[src/hdl/itaf_pkg.sv]
`default_nettype none

package itaf_pkg;

   // Operand widths
   localparam int VALUE_W = 64;
   localparam int NARROW_W = 32;

   // Decimal text of a 64-bit value needs at most 20 digits.
   localparam int DEC_DIGITS = 20;
   localparam int DIGITS_W = 4 * DEC_DIGITS;

   // Counter that holds a bit count, a nibble count or a digit count.
   localparam int CNT_W = 7;
   localparam logic [CNT_W-1:0] CNT_BITS_WIDE = 7'd64;
   localparam logic [CNT_W-1:0] CNT_BITS_NARROW = 7'd32;
   localparam logic [CNT_W-1:0] CNT_NIBS_WIDE = 7'd16;
   localparam logic [CNT_W-1:0] CNT_NIBS_NARROW = 7'd8;
   localparam logic [CNT_W-1:0] CNT_DEC_DIGITS = 7'd20;
   localparam logic [CNT_W-1:0] CNT_ONE = 7'd1;

   // Format commands
   localparam logic [2:0] CMD_BIN = 3'd0;
   localparam logic [2:0] CMD_HEX = 3'd1;
   localparam logic [2:0] CMD_HEXP = 3'd2;
   localparam logic [2:0] CMD_SDEC = 3'd3;
   localparam logic [2:0] CMD_UDEC = 3'd4;

   // ASCII codes
   localparam logic [7:0] CHAR_ZERO = 8'h30;
   localparam logic [7:0] CHAR_A_LOWER = 8'h61;
   localparam logic [7:0] CHAR_X = 8'h78;
   localparam logic [7:0] CHAR_MINUS = 8'h2d;
   localparam logic [7:0] CHAR_TEN = 8'd10;

   typedef enum logic [1:0] {
      KIND_BIN,
      KIND_HEX,
      KIND_DEC
   } kind_type;

   // One classified request as it travels from the front to the back.
   typedef struct packed {
      kind_type            kind;
      logic                prefix;
      logic                minus;
      logic                wide;
      logic [VALUE_W-1:0]  word;
   } item_type;

   typedef enum logic [2:0] {
      ST_IDLE,
      ST_CONVERT,
      ST_PREFIX_ZERO,
      ST_PREFIX_X,
      ST_SIGN,
      ST_DIGITS
   } state_type;

   function automatic logic [7:0] hex_char(input logic [3:0] nibble);
      logic [7:0] code;
      if (nibble >= 4'd10) begin
         code = CHAR_A_LOWER + {4'd0, nibble} - CHAR_TEN;
      end else begin
         code = CHAR_ZERO + {4'd0, nibble};
      end
      return code;
   endfunction

   // Add three to every BCD digit of five or more, ahead of the doubling shift.
   function automatic logic [DIGITS_W-1:0] bcd_adjust(input logic [DIGITS_W-1:0] bcd);
      logic [DIGITS_W-1:0] adj;
      adj = bcd;
      for (int i = 0; i < DEC_DIGITS; i++) begin
         if (bcd[4*i +: 4] >= 4'd5) begin
            adj[4*i +: 4] = bcd[4*i +: 4] + 4'd3;
         end
      end
      return adj;
   endfunction

endpackage

`default_nettype wire

[src/hdl/itaf_front.sv]
`default_nettype none

module itaf_front (
   input  wire logic [63:0]        value,
   input  wire logic               wide,
   input  wire logic [2:0]         command,
   output itaf_pkg::item_type      item,
   output logic                    item_ok
);

   logic [63:0] masked;
   logic [63:0] negated;
   logic [63:0] magnitude;
   logic        negative;

   always_comb begin
      masked = wide ? value : {32'd0, value[31:0]};
      negative = wide ? value[63] : value[31];
      negated = ~masked + 64'd1;
      magnitude = wide ? negated : {32'd0, negated[31:0]};

      item.kind = itaf_pkg::KIND_BIN;
      item.prefix = 1'b0;
      item.minus = 1'b0;
      item.wide = wide;
      item.word = masked;
      item_ok = 1'b1;

      case (command)
         itaf_pkg::CMD_BIN: begin
            item.kind = itaf_pkg::KIND_BIN;
         end
         itaf_pkg::CMD_HEX: begin
            item.kind = itaf_pkg::KIND_HEX;
         end
         itaf_pkg::CMD_HEXP: begin
            item.kind = itaf_pkg::KIND_HEX;
            item.prefix = 1'b1;
         end
         itaf_pkg::CMD_SDEC: begin
            item.kind = itaf_pkg::KIND_DEC;
            item.minus = negative;
            item.word = negative ? magnitude : masked;
         end
         itaf_pkg::CMD_UDEC: begin
            item.kind = itaf_pkg::KIND_DEC;
         end
         default: begin
            // Unknown formats print nothing and are dropped here.
            item_ok = 1'b0;
         end
      endcase
   end

endmodule

`default_nettype wire

[src/hdl/itaf_queue.sv]
`default_nettype none

module itaf_queue #(
   parameter int DEPTH = 2,
   parameter int COUNT_W = $clog2(DEPTH + 1)
) (
   input  wire logic                clock,
   input  wire logic                reset,
   input  wire logic                push,
   input  wire itaf_pkg::item_type  push_item,
   input  wire logic                pop,
   output itaf_pkg::item_type       head,
   output logic                     not_empty,
   output logic                     full,
   output logic [COUNT_W-1:0]       count
);

   localparam int PTR_W = (DEPTH > 1) ? $clog2(DEPTH) : 1;
   localparam logic [PTR_W-1:0] PTR_LAST = PTR_W'(DEPTH - 1);
   localparam logic [COUNT_W-1:0] COUNT_FULL = COUNT_W'(DEPTH);

   itaf_pkg::item_type entries_ff [DEPTH];
   logic [PTR_W-1:0]   wr_ptr_ff, wr_ptr_in;
   logic [PTR_W-1:0]   rd_ptr_ff, rd_ptr_in;
   logic [COUNT_W-1:0] count_ff, count_in;
   logic               do_push;
   logic               do_pop;

   always_comb begin
      do_push = push && (count_ff != COUNT_FULL);
      do_pop = pop && (count_ff != '0);
      wr_ptr_in = wr_ptr_ff;
      rd_ptr_in = rd_ptr_ff;
      if (do_push) begin
         wr_ptr_in = (wr_ptr_ff == PTR_LAST) ? '0 : wr_ptr_ff + PTR_W'(1);
      end
      if (do_pop) begin
         rd_ptr_in = (rd_ptr_ff == PTR_LAST) ? '0 : rd_ptr_ff + PTR_W'(1);
      end
      count_in = count_ff + COUNT_W'(do_push) - COUNT_W'(do_pop);
   end

   always_ff @(posedge clock) begin
      if (reset) begin
         wr_ptr_ff <= '0;
         rd_ptr_ff <= '0;
         count_ff <= '0;
      end else begin
         wr_ptr_ff <= wr_ptr_in;
         rd_ptr_ff <= rd_ptr_in;
         count_ff <= count_in;
      end
   end

   always_ff @(posedge clock) begin
      if (do_push) begin
         entries_ff[wr_ptr_ff] <= push_item;
      end
   end

   assign head = entries_ff[rd_ptr_ff];
   assign not_empty = (count_ff != '0);
   assign full = (count_ff == COUNT_FULL);
   assign count = count_ff;

endmodule

`default_nettype wire

[src/hdl/itaf_back.sv]
`default_nettype none

module itaf_back (
   input  wire logic                clock,
   input  wire logic                reset,
   input  wire itaf_pkg::item_type  head,
   input  wire logic                head_valid,
   output logic                     pop,
   output logic                     rsp_strobe,
   output logic [7:0]               rsp_character,
   output logic                     rsp_last
);

   itaf_pkg::state_type               state_ff, state_in;
   itaf_pkg::kind_type                kind_ff, kind_in;
   logic                              minus_ff, minus_in;
   logic                              started_ff, started_in;
   logic [itaf_pkg::DIGITS_W-1:0]     digits_ff, digits_in;
   logic [itaf_pkg::VALUE_W-1:0]      bin_ff, bin_in;
   logic [itaf_pkg::CNT_W-1:0]        cnt_ff, cnt_in;
   logic                              strobe_ff, strobe_in;
   logic [7:0]                        char_ff, char_in;
   logic                              last_ff, last_in;

   logic [itaf_pkg::DIGITS_W-1:0]     adjusted;
   logic [3:0]                        top_nib;
   logic                              top_bit;
   logic                              digit_zero;
   logic                              final_unit;
   logic [7:0]                        digit_char;
   logic [itaf_pkg::DIGITS_W-1:0]     loaded_digits;

   // Next state
   always_comb begin
      state_in = state_ff;
      case (state_ff)
         itaf_pkg::ST_IDLE: begin
            if (head_valid) begin
               case (head.kind)
                  itaf_pkg::KIND_HEX: begin
                     state_in = head.prefix ? itaf_pkg::ST_PREFIX_ZERO : itaf_pkg::ST_DIGITS;
                  end
                  itaf_pkg::KIND_DEC: begin
                     state_in = itaf_pkg::ST_CONVERT;
                  end
                  default: begin
                     state_in = itaf_pkg::ST_DIGITS;
                  end
               endcase
            end
         end
         itaf_pkg::ST_CONVERT: begin
            if (cnt_ff == itaf_pkg::CNT_ONE) begin
               state_in = minus_ff ? itaf_pkg::ST_SIGN : itaf_pkg::ST_DIGITS;
            end
         end
         itaf_pkg::ST_PREFIX_ZERO: begin
            state_in = itaf_pkg::ST_PREFIX_X;
         end
         itaf_pkg::ST_PREFIX_X: begin
            state_in = itaf_pkg::ST_DIGITS;
         end
         itaf_pkg::ST_SIGN: begin
            state_in = itaf_pkg::ST_DIGITS;
         end
         itaf_pkg::ST_DIGITS: begin
            if (cnt_ff == itaf_pkg::CNT_ONE) begin
               state_in = itaf_pkg::ST_IDLE;
            end
         end
         default: begin
            state_in = itaf_pkg::ST_IDLE;
         end
      endcase
   end

   // Datapath and outputs
   always_comb begin
      adjusted = itaf_pkg::bcd_adjust(digits_ff);
      top_nib = digits_ff[itaf_pkg::DIGITS_W-1 -: 4];
      top_bit = digits_ff[itaf_pkg::DIGITS_W-1];
      final_unit = (cnt_ff == itaf_pkg::CNT_ONE);
      if (kind_ff == itaf_pkg::KIND_BIN) begin
         digit_char = itaf_pkg::CHAR_ZERO + {7'd0, top_bit};
         digit_zero = 1'b0;
      end else begin
         digit_char = itaf_pkg::hex_char(top_nib);
         digit_zero = (top_nib == 4'd0);
      end
      if (head.wide) begin
         loaded_digits = {head.word, 16'd0};
      end else begin
         loaded_digits = {head.word[31:0], 48'd0};
      end

      pop = 1'b0;
      kind_in = kind_ff;
      minus_in = minus_ff;
      started_in = started_ff;
      digits_in = digits_ff;
      bin_in = bin_ff;
      cnt_in = cnt_ff;
      strobe_in = 1'b0;
      char_in = char_ff;
      last_in = 1'b0;

      case (state_ff)
         itaf_pkg::ST_IDLE: begin
            if (head_valid) begin
               pop = 1'b1;
               kind_in = head.kind;
               minus_in = head.minus;
               started_in = 1'b0;
               case (head.kind)
                  itaf_pkg::KIND_HEX: begin
                     digits_in = loaded_digits;
                     cnt_in = head.wide ? itaf_pkg::CNT_NIBS_WIDE : itaf_pkg::CNT_NIBS_NARROW;
                  end
                  itaf_pkg::KIND_DEC: begin
                     digits_in = '0;
                     bin_in = head.wide ? head.word : {head.word[31:0], 32'd0};
                     cnt_in = head.wide ? itaf_pkg::CNT_BITS_WIDE : itaf_pkg::CNT_BITS_NARROW;
                  end
                  default: begin
                     digits_in = loaded_digits;
                     cnt_in = head.wide ? itaf_pkg::CNT_BITS_WIDE : itaf_pkg::CNT_BITS_NARROW;
                  end
               endcase
            end
         end
         itaf_pkg::ST_CONVERT: begin
            digits_in = {adjusted[itaf_pkg::DIGITS_W-2:0], bin_ff[itaf_pkg::VALUE_W-1]};
            bin_in = {bin_ff[itaf_pkg::VALUE_W-2:0], 1'b0};
            cnt_in = final_unit ? itaf_pkg::CNT_DEC_DIGITS : cnt_ff - itaf_pkg::CNT_ONE;
         end
         itaf_pkg::ST_PREFIX_ZERO: begin
            strobe_in = 1'b1;
            char_in = itaf_pkg::CHAR_ZERO;
         end
         itaf_pkg::ST_PREFIX_X: begin
            strobe_in = 1'b1;
            char_in = itaf_pkg::CHAR_X;
         end
         itaf_pkg::ST_SIGN: begin
            strobe_in = 1'b1;
            char_in = itaf_pkg::CHAR_MINUS;
         end
         itaf_pkg::ST_DIGITS: begin
            // Leading zeros are skipped in hex and decimal, binary prints every bit, and the final digit always prints.
            strobe_in = started_ff || !digit_zero || final_unit;
            char_in = digit_char;
            last_in = final_unit;
            if (!digit_zero) begin
               started_in = 1'b1;
            end
            if (kind_ff == itaf_pkg::KIND_BIN) begin
               digits_in = {digits_ff[itaf_pkg::DIGITS_W-2:0], 1'b0};
            end else begin
               digits_in = {digits_ff[itaf_pkg::DIGITS_W-5:0], 4'd0};
            end
            cnt_in = cnt_ff - itaf_pkg::CNT_ONE;
         end
         default: begin
            strobe_in = 1'b0;
         end
      endcase
   end

   always_ff @(posedge clock) begin
      if (reset) begin
         state_ff <= itaf_pkg::ST_IDLE;
         strobe_ff <= 1'b0;
      end else begin
         state_ff <= state_in;
         strobe_ff <= strobe_in;
      end
   end

   always_ff @(posedge clock) begin
      kind_ff <= kind_in;
      minus_ff <= minus_in;
      started_ff <= started_in;
      digits_ff <= digits_in;
      bin_ff <= bin_in;
      cnt_ff <= cnt_in;
      char_ff <= char_in;
      last_ff <= last_in;
   end

   assign rsp_strobe = strobe_ff;
   assign rsp_character = char_ff;
   assign rsp_last = last_ff;

endmodule

`default_nettype wire

[src/hdl/integer_to_ascii_formatter.sv]
`default_nettype none

// Channel    | Ports                                   | Handshake
// -----------+-----------------------------------------+----------------------------------
// request    | req_value, req_wide, req_command        | taken when start high, busy low
// result     | rsp_character, rsp_last                 | valid for one cycle on rsp_strobe
//
// A request is classified as it is taken and waits in a small queue until the
// emitter is free. Binary text is printed bit by bit, hex text nibble by
// nibble after an optional 0x prefix, and decimal text first runs through
// shift-add-three conversion, then prints a minus sign if needed and walks
// the 20 BCD digits, so a 64-bit decimal costs the most.
// Reset is synchronous and empties the queue and the emitter.
// The receiver cannot stall; busy rises only when the queue is full.

module integer_to_ascii_formatter #(
   parameter int QUEUE_DEPTH = 2
) (
   input  wire logic        clock,
   input  wire logic        reset,
   input  wire logic        start,
   output logic             busy,
   input  wire logic [63:0] req_value,
   input  wire logic        req_wide,
   input  wire logic [2:0]  req_command,
   output logic             rsp_strobe,
   output logic [7:0]       rsp_character,
   output logic             rsp_last
);

   localparam int COUNT_W = $clog2(QUEUE_DEPTH + 1);

   itaf_pkg::item_type  front_item;
   logic                front_ok;
   itaf_pkg::item_type  q_head;
   logic                q_not_empty;
   logic                q_full;
   logic [COUNT_W-1:0]  q_count;
   logic                q_push;
   logic                q_pop;

   // The front classifies the request in the cycle it is taken. Requests with
   // an unknown format are accepted but never enter the queue, since they
   // produce no text.
   itaf_front u_front (
      .value   (req_value),
      .wide    (req_wide),
      .command (req_command),
      .item    (front_item),
      .item_ok (front_ok)
   );

   assign busy = q_full;
   assign q_push = start && !busy && front_ok;

   itaf_queue #(
      .DEPTH   (QUEUE_DEPTH),
      .COUNT_W (COUNT_W)
   ) u_queue (
      .clock     (clock),
      .reset     (reset),
      .push      (q_push),
      .push_item (front_item),
      .pop       (q_pop),
      .head      (q_head),
      .not_empty (q_not_empty),
      .full      (q_full),
      .count     (q_count)
   );

   // The back runs the decimal conversion and emits at most one character per cycle,
   // none while it converts or skips leading zeros, through a registered output stage.
   itaf_back u_back (
      .clock         (clock),
      .reset         (reset),
      .head          (q_head),
      .head_valid    (q_not_empty),
      .pop           (q_pop),
      .rsp_strobe    (rsp_strobe),
      .rsp_character (rsp_character),
      .rsp_last      (rsp_last)
   );

   // A queued request without a simultaneous pop grows the queue by one.
   assert property (@(posedge clock) disable iff (reset)
      (q_push && !q_pop) |=> (q_count == $past(q_count) + COUNT_W'(1)))
      else $error("queue count did not grow on push");

   // After the final character the emitter is back in idle, so the strobe is low in the cycle after it.
   assert property (@(posedge clock) disable iff (reset)
      (rsp_strobe && rsp_last) |=> !rsp_strobe)
      else $error("result strobe directly after final character");

   // The queue can only fill because a request was taken.
   assert property (@(posedge clock) disable iff (reset)
      $rose(busy) |-> $past(start && !busy))
      else $error("busy rose without an accepted request");

endmodule

`default_nettype wire

[config.mk]
export PLATFORM = sky130hd
export DESIGN_NAME = integer_to_ascii_formatter
export DESIGN_NICKNAME = d
export VERILOG_FILES = /design/src/hdl/itaf_pkg.sv /design/src/hdl/itaf_front.sv /design/src/hdl/itaf_queue.sv /design/src/hdl/itaf_back.sv /design/src/hdl/integer_to_ascii_formatter.sv
export SDC_FILE = /design/constraint.sdc
export NUM_CORES = 1
export LEC_CHECK = 0
export BUFFER_PORTS_ARGS = -buffer_cell sky130_fd_sc_hd__buf_2
export CORE_MARGIN = 5
export CORE_UTILIZATION = 67
export CTS_CLUSTER_DIAMETER = 120
export DETAILED_ROUTE_END_ITERATION = 8
export GPL_ROUTABILITY_DRIVEN = 1
export PLACE_DENSITY = 0.86
export REMOVE_ABC_BUFFERS = 1
export SLEW_MARGIN = 5
export SYNTH_ARGS = -nofsm -noshare
export SYNTH_HDL_FRONTEND = slang
export SYNTH_SLANG_ARGS = --single-unit
[constraint.sdc]
create_clock -name clock -period 10.9 [get_ports clock]
set_input_delay 2.18 -clock clock [delete_from_list [all_inputs] [get_ports clock]]
set_output_delay 2.18 -clock clock [all_outputs]
set_load 0.005 [all_outputs]
Yosys cells after proc, flatten, opt, wreduce, memory -nomap -nowiden
Memory sizes are Yosys's and may differ from the RTL's. A register that Yosys moved wholly into a read port is not among the register bits.
Cells that the tools add are included.
Storage, ports and cells
  input bits: 71
  memory bits (writable): 138
  flip-flop bits (word level): 172
  logic and storage cells: 179
  output and inout bits: 11
  memories: 1
Memories
  u_queue.entries_ff: words 2, width 69, rd ports 1, clocked after memory_dff 1, wr ports 1, line itaf_queue.sv:22  | itaf_pkg::item_type entries_ff [DEPTH];
Cells by class
  order comparisons: 21
  add/subtract/negate cells: 30
  bitwise operators: 1
  eq/ne operators: 19
  muxes and demuxes: 67
  reductions and logical operators: 27
Operator list (count)
  $mux W64: 7
  $mux W80: 4
  $pmux W80 S3: 1
  $pmux W64 S2: 1
  $ge A4 B3 Y1 const B: 20
  $add A4 B2 Y4 const B: 19
  $mux W4: 19
  $add A64 B1 Y64 const B: 1
  $not A64 Y64: 1
  $pmux W8 S4: 1
  $mux W7: 4
  $pmux W7 S3: 1
  $mux W1: 16
  $mux W8: 2
  $mux W3: 5
  $pmux W3 S5: 1
  $eq A3 B2 Y1 const B: 4
  $eq A3 B3 Y1 const B: 3
  $reduce_and A3 Y1: 3
  $add A7 B4 Y8 const A: 1
  $sub A8 B4 Y8 const B: 1
  $add A6 B1 Y7 const A: 1
  $add A6 B4 Y7 const A: 1
  $eq A7 B1 Y1 const B: 1
  28 further kinds: 47

Depth between registers and ports, before layout
  word-level depth: 7
  mapped depth: 13
  mapped depth without buffers: 9

Modules after synthesis
Synthesis repeated with hierarchy kept, for this count alone.
Second synthesis, totals
  cells, all modules: 1530
  area, all modules: 17244.0 sq um
By module, submodules not included
  itaf_back: times used 1, area an instance 10080.9 sq um, sequential area each 4964.8 sq um, cells each 992
  itaf_queue: times used 1, area an instance 5256.3 sq um, sequential area each 4244.1 sq um, cells each 242
  itaf_front: times used 1, area an instance 1898.1 sq um, sequential area each 0.0 sq um, cells each 295
  integer_to_ascii_formatter: times used 1, area an instance 8.8 sq um, sequential area each 0.0 sq um, cells each 1

Least setup slack after synthesis
Ideal clock, no wire load.
  path kind: reg2reg
  start point: register (tool-made name)
  end point: register u_back.bin_ff[0] (netlist bit) (enable)
  data required time: 10335 ps
  arrival: 6144 ps
  stages on the path, launching flop included: 8
  library setup time: 565 ps
  clock period less this slack: 6708 ps
  setup slack: 4192 ps
  path buffers: 3
  cell sequence: dfxtp_1 > clkbuf_1 > buf_1 > clkbuf_1 > mux2i_1 > ha_1 > a21oi_1 > nor3_1
RTL lines
  end signal: assignment: line itaf_back.sv:184  | bin_ff <= bin_in;
  end: declaration: line itaf_back.sv:19  | logic [itaf_pkg::VALUE_W-1:0] bin_ff, bin_in;

==> impl_metrics.ini <==
[pwr]
p_per_area_mw_per_mm2 = 262.5
leakage_nw = 6.975
ir_drop_mv = 0.1759
power_mw = 4.990

[status]
status = complete, no violations

[synth]
synth-compound-area-share = 0.1559
seq_area_frac_synth = 0.5319
synthAdderAreaFrac = 0.03541
synth_cell_type_count = 64
synth_edf_count = 300
synth_simple_gate_area_frac = 0.1402
netlist_instances = 1618
netlist_area_mm2 = 0.01731
synth-xor-area-share = 0.03896
post-synth-top-area-cell = edfxtp_1
synth.mux.area_fraction = 0.06461
ys_ff_latch = 310
synthTopCellsByArea = edfxtp_1 52%, mux2i_1 4.5%, a21oi_1 4.2%
syn_avg_cell_area_um2 = 10.70
ys_async_sr_fraction = 0
yosysMostFrequentCell = edfxtp_1
synth_top_flop_cell = edfxtp_1
synth_top_family_by_area = compound AO/OA/AOI/OAI gates
yosysWarnings = 0
yosysTopAreaCellShare = 0.5204
synth_commonest_cells = 300 x edfxtp_1, 180 x nand2_1, 144 x a21oi_1

[clocking]
h-tree-depth = 2
cts.path.max_buffers = 3
post_cts_buffers = 0
cts_made_buffers = 34
cts_hold_buffers = 0
clk_pin_slew_ps = 60
root_buffer = clkbuf_16
cts_tree = built
clk_latency_ps = 500
cts_sinks = 310
post_cts_resized = 0

[finish]
drive_gt1_frac = 0.1124
final_cells = 2022
synthToLayoutAreaGrowth_pct = 9.793
num-nets-final = 1789
nFillCells = 1708

[route]
drt-initial-drc-count = 1857
drc = 0
detail-route-antenna-nets = 0
dr_total_vias = 13652
vias_per_cell = 6.752
routed_wl_um = 45590
dr.pass1.iters = 6
wire_per_inst_um = 22.55

[placement]
hpwl_um = 30920
placed_cells = 1963
finalWeightedCongestion = 0.9610
portBuffers = 80

[timing]
worst_pin_slew_ps = 1094
hold_violations = 0
fmax_mhz = 225.8
slew_viol_final = 0
fin_tns_setup_ps = 0
period_share = 0.4064
grt_setup_unrepaired = false
finalSetupViolations = 0
max_slew_margin = 0.2707
period_needed_ps = 4430
clock_skew_ps = 11.65

[global_routing]
overflow = 0
grt_pass1_wl_um = 71260
antenna_found_initial = 0
grt_max_degree = 79
first_global_vias = 13149
track_usage = 0.3091

[floorplan]
pin_count = 82
dieArea_mm2 = 0.02915
fp-row-count = 58
start_util = 0.6835
die_w_um = 170.7
die-height_um = 170.7
coreArea_mm2 = 0.02533

[worst_hold_path]
min_from = u_back.bin_ff[60]
hold_path_end = u_back.bin_ff[61]
min_path_type = reg -> reg
whs_path_depth = 2

[critical_path]
reg2reg_to = u_back.digits_ff[20]
path_cells = buf_2, or4_1, nor3b_1, nand3_1, nor2_1, a21oi_1, a211oi_1
crit_path_end_kind = register
cpPeakStageDelay_ps = 730
reg2reg_depth = 7
critPathKind = in -> reg
crit_path_start_kind = input pin
crit_required_ps = 11200
cp_num_buf_inv = 1
rrSetupSlack_ps = 7640
cp_slowest_cell = nor3b_1
path_max_fanout = 5
critPathTopFamily = simple AND/OR/NAND/NOR gates
critical_path_arrival_ps = 4730

[job]
drv_cap = 0
[worst max-delay path by stage]
stage                            start                         to  slack (ps)  depth (start not counted)
final                     req_value[4]  u_queue.entries_ff[0][53]        6470                          7
after global routing      req_value[4]  u_queue.entries_ff[0][41]        6460                          7
after CTS                 req_value[4]  u_queue.entries_ff[0][31]        6530                          7
after detailed placement  req_value[4]  u_queue.entries_ff[0][31]        6030                          7
after global placement    req_value[4]  u_queue.entries_ff[0][31]        6080                          7
after floorplan               register           u_back.bin_ff[0]        2910                          5
[layout make-up]
cell class | count | area [um^2] | area share
diodes | 1 | 2.502 | 0.0001317
clock buffers | 44 | 909.6 | 0.04786
clock inverters | 14 | 96.34 | 0.005069
inverters | 65 | 244.0 | 0.01284
multi-input cells | 1159 | 7586 | 0.3991
flip-flops and latches | 310 | 9213 | 0.4847
well taps | 330 | 412.9 | 0.02172
repair buffers | 99 | 543.0 | 0.02857
[flip-flops by register name (all words and copies together), names as in the netlist, 2 cells and up, named ones only]
signal	flops
u_queue.count	2
u_back.digits_ff	80
u_back.state_ff	3
u_back.bin_ff	64
u_back.cnt_ff	7
u_back.kind_ff	2
u_back.rsp_character	7
u_queue.entries_ff	138
[cells in the final DEF, fill, tap and decap left out, drive strengths merged, types with 16 or more instances in the layout]
cell type  netlist  routed
nand2b          36      36
nand2          180     180
mux2            30      30
o21ai          124     124
clkbuf          68      44
nor4            18      18
or3             20      20
nor2b           24      24
nor3b           16      16
buf             16      99
edfxtp         300     300
a211oi          20      20
mux2i           78      78
ha              49      49
nor2           114     114
xor2            30      30
nor3            26      26
xnor2           47      47
inv             64      65
o221ai          17      17
a21oi          145     145
[power by group]
part | switching, mW | internal (mW)
Combinational | 1.11 | 0.613
Clock | 0.449 | 0.612
Sequential | 0.334 | 1.87
[metal layers]
layer,global-route usage,wire [um],part of all wire
met4,0.09792,1392,0.031
met3,0.04367,4317,0.095
met1,0.4391,18410,0.40
met2,0.4998,21470,0.47
met5,0,0,0
[kinds of logic after synthesis]
family,count (synthesis)
compound gates,434
mux,108
buf+inv,149
xor+xnor,77
simple gates,490
flops,310
other cells,1
fa+ha+maj,49
[per-stage QoR]
step | hold slack (ps) | util | instance area [um^2] | worst slack (ps)
after floorplan | 472.5 | - | 16990 | 2906
after global placement | 484.4 | 0.7107 | 18000 | 6083
after detailed placement | 499.2 | 0.7107 | 18000 | 6026
after CTS | 511.5 | 0.7504 | 19000 | 6534
after global routing | 527.7 | 0.7504 | 19000 | 6459
final | 510.0 | 0.7505 | 19010 | 6470
[tightest hold or removal path: stages (launching register included)]
cell	delay, ps
edfxtp_1	320
nand2_1	40
nand2_1	50
Power figures use the tool's default switching activity.
